`src/rtl/bsfr_pkg.sv`:
```
`timescale 1ns / 1ps
package bsfr_pkg;

   localparam logic [7:0] CODE_START    = 8'h80;
   localparam logic [7:0] CODE_END      = 8'h81;
   localparam logic [7:0] CODE_ESC      = 8'h1B;
   localparam logic [7:0] ESC_FOR_START = 8'hE7;
   localparam logic [7:0] ESC_FOR_END   = 8'hE8;
   localparam logic [7:0] ESC_FOR_ESC   = 8'h00;
   localparam logic [7:0] SUM_MASK      = 8'h7F;

   localparam logic [1:0] MODE_HUNT = 2'd0;
   localparam logic [1:0] MODE_DATA = 2'd1;
   localparam logic [1:0] MODE_ESC  = 2'd2;

   localparam logic [2:0] ST_GOOD  = 3'd0;
   localparam logic [2:0] ST_SUM   = 3'd1;
   localparam logic [2:0] ST_ESC   = 3'd2;
   localparam logic [2:0] ST_ABORT = 3'd3;
   localparam logic [2:0] ST_EMPTY = 3'd4;

   typedef struct packed {
      logic [1:0] mode;
      logic [7:0] held_byte;
      logic       held_valid;
      logic [7:0] running_xor;
   } frame_state_type;

   typedef struct packed {
      logic       present;
      logic [7:0] out_byte;
      logic       frame_end;
      logic [2:0] status;
   } result_type;

   localparam frame_state_type STATE_RESET = '{
      mode: MODE_HUNT, held_byte: 8'h00, held_valid: 1'b0, running_xor: 8'h00};

endpackage

```
`src/rtl/bsfr_step.sv`:
```
`timescale 1ns / 1ps
module bsfr_step (
   input  bsfr_pkg::frame_state_type cur_state,
   input  logic [7:0]                in_byte,
   output bsfr_pkg::frame_state_type nxt_state,
   output bsfr_pkg::result_type      result
);
   import bsfr_pkg::*;

   logic       push_en;
   logic [7:0] push_val;
   logic       end_en;
   logic [2:0] end_status;
   frame_state_type base;

   always_comb begin
      base       = cur_state;
      push_en    = 1'b0;
      push_val   = in_byte;
      end_en     = 1'b0;
      end_status = ST_GOOD;
      case (cur_state.mode)
         MODE_DATA: begin
            if (in_byte == CODE_END) begin
               end_en = 1'b1;
               if (!cur_state.held_valid) begin
                  end_status = ST_EMPTY;
               end else if (cur_state.held_byte == (cur_state.running_xor & SUM_MASK)) begin
                  end_status = ST_GOOD;
               end else begin
                  end_status = ST_SUM;
               end
               base = STATE_RESET;
            end else if (in_byte == CODE_START) begin
               end_en     = 1'b1;
               end_status = ST_ABORT;
               base       = STATE_RESET;
               base.mode  = MODE_DATA;
            end else if (in_byte == CODE_ESC) begin
               base.mode = MODE_ESC;
            end else begin
               push_en = 1'b1;
            end
         end
         MODE_ESC: begin
            base.mode = MODE_DATA;
            if (in_byte == CODE_START) begin
               end_en     = 1'b1;
               end_status = ST_ABORT;
               base       = STATE_RESET;
               base.mode  = MODE_DATA;
            end else if (in_byte == ESC_FOR_START) begin
               push_en  = 1'b1;
               push_val = CODE_START;
            end else if (in_byte == ESC_FOR_END) begin
               push_en  = 1'b1;
               push_val = CODE_END;
            end else if (in_byte == ESC_FOR_ESC) begin
               push_en  = 1'b1;
               push_val = CODE_ESC;
            end else begin
               end_en     = 1'b1;
               end_status = ST_ESC;
               base       = STATE_RESET;
            end
         end
         default: begin
            if (in_byte == CODE_START) begin
               base      = STATE_RESET;
               base.mode = MODE_DATA;
            end else begin
               base.mode = MODE_HUNT;
            end
         end
      endcase

      nxt_state        = base;
      result.present   = end_en;
      result.out_byte  = 8'h00;
      result.frame_end = end_en;
      result.status    = end_status;
      if (push_en) begin
         // release the held byte, hold the new one
         result.present   = cur_state.held_valid;
         result.out_byte  = cur_state.held_byte;
         result.frame_end = 1'b0;
         result.status    = ST_GOOD;
         if (cur_state.held_valid) begin
            nxt_state.running_xor = cur_state.running_xor ^ cur_state.held_byte;
         end
         nxt_state.held_byte  = push_val;
         nxt_state.held_valid = 1'b1;
      end
   end

endmodule

```
`src/rtl/byte_stuffed_frame_receiver.sv`:
```
`timescale 1ns / 1ps
// byte-stuffed frame receiver
// req channel: one raw link byte per beat on req_in_byte, taken when
//   req_valid is high and req_stall is low
// rsp channel: unstuffed payload bytes with rsp_frame_end low, then one
//   end beat per frame with rsp_frame_end high and the frame status
//   (good, checksum error, bad escape, aborted by start, empty)
// a byte first lands in an input register, is decoded against the frame
//   state while it is held there; its result, if any, sits in the rsp
//   register
// throughput: one byte per cycle while req_stall is low, set by the single
//   decode stage that updates the frame state as each byte advances
// payload bytes leave one byte late, so the checksum byte never leaves
// reset clears both registers and returns to hunting for a start code
// when rsp_stall holds, the rsp beat stays put; the input register still
//   drains bytes that make no result, and req_stall rises only when a
//   byte with a result waits behind the stalled beat
module byte_stuffed_frame_receiver (
   input  logic       clock,
   input  logic       reset,
   input  logic       req_valid,
   output logic       req_stall,
   input  logic [7:0] req_in_byte,
   output logic       rsp_valid,
   input  logic       rsp_stall,
   output logic [7:0] rsp_out_byte,
   output logic       rsp_frame_end,
   output logic [2:0] rsp_status
);
   import bsfr_pkg::*;

   logic            in_valid_ff;
   logic [7:0]      in_byte_ff;
   frame_state_type state_ff;
   frame_state_type state_in;
   result_type      step_res;
   logic            rsp_valid_ff;
   logic [7:0]      rsp_byte_ff;
   logic            rsp_end_ff;
   logic [2:0]      rsp_status_ff;
   logic            out_free;
   logic            advance;
   logic            req_take;

   bsfr_step u_step (
      .cur_state (state_ff),
      .in_byte   (in_byte_ff),
      .nxt_state (state_in),
      .result    (step_res)
   );

   assign out_free  = !rsp_valid_ff || !rsp_stall;
   assign advance   = in_valid_ff && (out_free || !step_res.present);
   assign req_stall = in_valid_ff && !advance;
   assign req_take  = req_valid && !req_stall;

   always_ff @(posedge clock) begin
      if (reset) begin
         in_valid_ff  <= 1'b0;
         state_ff     <= STATE_RESET;
         rsp_valid_ff <= 1'b0;
      end else begin
         if (req_take) begin
            in_valid_ff <= 1'b1;
            in_byte_ff  <= req_in_byte;
         end else if (advance) begin
            in_valid_ff <= 1'b0;
         end
         if (advance) begin
            state_ff <= state_in;
         end
         if (advance && step_res.present) begin
            rsp_valid_ff  <= 1'b1;
            rsp_byte_ff   <= step_res.out_byte;
            rsp_end_ff    <= step_res.frame_end;
            rsp_status_ff <= step_res.status;
         end else if (!rsp_stall) begin
            rsp_valid_ff <= 1'b0;
         end
      end
   end

   assign rsp_valid     = rsp_valid_ff;
   assign rsp_out_byte  = rsp_byte_ff;
   assign rsp_frame_end = rsp_end_ff;
   assign rsp_status    = rsp_status_ff;

endmodule

```
`config.mk`:
```
export PLATFORM = sky130hd
export DESIGN_NAME = byte_stuffed_frame_receiver
export DESIGN_NICKNAME = d
export VERILOG_FILES = /design/src/rtl/bsfr_pkg.sv /design/src/rtl/bsfr_step.sv /design/src/rtl/byte_stuffed_frame_receiver.sv
export SDC_FILE = /design/constraint.sdc
export NUM_CORES = 1
export LEC_CHECK = 0
export BUFFER_PORTS_ARGS = -buffer_cell sky130_fd_sc_hd__clkbuf_2
export CORE_AREA = 2 2 52 73
export DETAILED_ROUTE_END_ITERATION = 7
export DIE_AREA = 0 0 54 75
export GPL_TIMING_DRIVEN = 1
export PLACE_DENSITY_LB_ADDON = 0.3
export SLEW_MARGIN = 20
export SYNTH_ARGS = -nofsm -noshare
export SYNTH_HDL_FRONTEND = slang
export SYNTH_SLANG_ARGS = --single-unit
```
`constraint.sdc`:
```
create_clock -name clock -period 5.4 [get_ports clock]
set_input_delay 1.62 -clock clock [delete_from_list [all_inputs] [get_ports clock]]
set_output_delay 1.62 -clock clock [all_outputs]
set_load 0.01 [all_outputs]
```
==> metrics.txt <==
Critical Path Sink Type=primary output; Hold EP=state_ff[17]$_SDFFE_PP0P_; Mapped Cells=190; FFs w/ async S/R, synth=0; Placed Area=2150 sq um; GR met3 Demand/Resource=0.0496; Die Y=75 um; Avg Vias per Cell=6.00; Pleak=0.820 nW; status=finished clean; multi-input logic area=921 sq um; Setup Viol. Count Final=0; VDD IR-drop max=0.183 mV; Maximum Capacitance Violations=0; Final Cycle Share=0.776; Yosys reg bits=40; Layout Cells excl Fill=257; delay-heaviest family, CP=compound AO/OA/AOI/OAI gates; DIE AREA=4050 sq um; Num CTS Buffers=5; Pins Over Slew Limit=0; Post-Synthesis Cell Area=2000 sq um; routability cong.=0.879; reg2reg path depth=7; Critical Path Fanout Max=9; Syn-to-layout area delta=13.5%; layout cell share with drive strength beyond 1=0.226; Arr. time, crit path=2.57 ns; # diodes=0; Hold Violations, Final=0; I/O Pins=26; number of global-route vias before repair=1,458; critical hold path startpoint=state_ff[17]$_SDFFE_PP0P_; critical path type=flop to primary output; register area=1000 sq um; Worst-Margin Slew=0.967 ns; Most used DFF post-synth=edfxtp_1; Unique masters post-synth=52; min Tclk post-route=4.19 ns; Setup Skew=0.00600 ns; DP Cell Count=249; Largest stage delay, worst path=0.51 ns; Worst R2R Setup Slack=2.29 ns; Critical path buffers and inverters=1; pwr/cell area=262 nW/um^2; CTS resizes=0; reg2reg start=in_byte_ff[6]$_DFFE_PP_; CP max-delay cell=edfxtp_1; Avg Inst Size Synth=10.5 sq um; Worst EP required=3.78 ns; initial antenna violation count=0; RSZ-0062 raised after global routing=false; Worst-path clk slew=0.07 ns; M1 GR Usage=0.238; clock sinks=40; hold-fix buffers at CTS=0; final wirelength=3.97 mm; fillcell total=273; CTS tree=built; Post-synth EDFFs=20; fin util=0.671; top post-synthesis cells by count=dfxtp_1 (20), edfxtp_1 (20), nand2_1 (17); Port Buffers=25; fmax=239 MHz; worst skew pair latency=0.29 ns; Avg WL per Cell=15.5 um; syn nets=204; Routed Antenna Nets=0; vias=1,543; first-pass GRT wire length=6.41 mm; Post-DP HPWL=3.00 mm; initial core utilization=0.591; H-tree Lvls=2; DRC=0; r2r endpoint=in_byte_ff[5]$_DFFE_PP_; total core area=3380 sq um; width of the die=54 um; Hold Crit Depth=2; crit path cell chain=nor4b_2 > a21boi_0 > o41a_2 > a211o_2 > a21oi_4 > and2_1 > clkbuf_2; 1st-iter DRT viols=77; Synth top area share=0.301; first drt pass iteration count=4; Congestion Overflow GR=0; Sum Neg Setup Slack=0 ns; met2 GRT Util=0.398; largest net degree at the start of global routing=24; CP startpoint kind=flop; yosys warns=0; clock root cell=clkbuf_8; Max clock buf depth=2; postcts setup bufs=0; global route hottest layer=met2; Hold Path Class=flop to flop; Synth area leader=edfxtp_1; register area share after synthesis=0.501; dominant cells by area after synthesis=edfxtp_1 (30%), dfxtp_1 (20%), a311oi_2 (5.3%); Final nets=230; relative slew slack=0.354; Site Rows=25; post-route cell area=2270 sq um; gr usage total=0.224
how the worst max path moves through the flow:
stage	from	endpoint	cells after the start
global route	in_byte_ff[6]$_DFFE_PP_	req_stall	7
finish	in_byte_ff[6]$_DFFE_PP_	req_stall	7
detailed placement	rsp_stall	req_stall	5
global placement	rsp_stall	req_stall	5
floorplan	rsp_stall	req_stall	3
CTS	in_byte_ff[6]$_DFFE_PP_	req_stall	7
cells by family after synthesis:
kind of cell	count (synthesis)	synth area share
AO/OA/AOI/OAI	53	0.220
AND/OR/NAND/NOR	68	0.196
flip-flops	40	0.501
XOR/XNOR	7	0.0307
adder cells (fa/ha/maj)	2	0.0125
buffers and inverters	20	0.0395
cells in the final DEF, fill, tap and decap left out, drive strengths merged, types with 3 or more instances in the layout:
cell | synthesis | final
a21boi | 4 | 4
a21oi | 14 | 14
a311oi | 7 | 7
and2 | 11 | 11
clkbuf | 4 | 31
dfxtp | 20 | 20
edfxtp | 20 | 20
inv | 14 | 14
nand2 | 17 | 17
nand2b | 3 | 3
nand4 | 5 | 5
nor2 | 13 | 13
o21ai | 6 | 6
o32ai | 7 | 7
xnor2 | 7 | 7
report_power, final:
group	internal [W]	switching, W
Sequential	0.000322	0.00000789
Combinational	0.00000741	0.00000921
Clock	0.000149	0.0000990
Total	0.000478	0.000116
per-stage QoR:
stage | worst slack [ns] | hold WS, ns | total power [W]
floorplan | 1.64 | 0.466 | 0.000345
CTS | 1.22 | 0.511 | 0.000601
global route | 1.03 | 0.543 | 0.000613
finish | 1.21 | 0.513 | 0.000594
detailed placement | 1.39 | 0.500 | 0.000353
global placement | 1.41 | 0.485 | 0.000352
routing by layer:
metal,part of all wire,wire length (um),vias up
met4,0.017,69,0
met5,0,0,-
met1,0.38,1530,728
met3,0.051,201,7
met2,0.55,2170,46
li1,-,-,762
tightest hold or removal path, delay by kind of cell (launching register included):
family	cells	cell delay (ns)
flip-flops	1	0.32
buffers and inverters	1	0.07
AO/OA/AOI/OAI	1	0.08
registers in the layout, summed over array words and instances (netlist names):
signal and cells:
in_byte_ff 8, in_valid_ff 1, rsp_frame_end 1, rsp_out_byte 8, rsp_status 3, rsp_valid 1
state_ff 18
layout make-up:
class | instances | share of cell area
Sequential cell | 40 | 0.442
Multi-Input combinational cell | 130 | 0.406
Timing Repair Buffer | 25 | 0.0552
Clock buffer | 6 | 0.0364
Inverter | 14 | 0.0232
Tap cell | 40 | 0.0221
Clock inverter | 2 | 0.0149
Power figures use the tool's default switching activity.
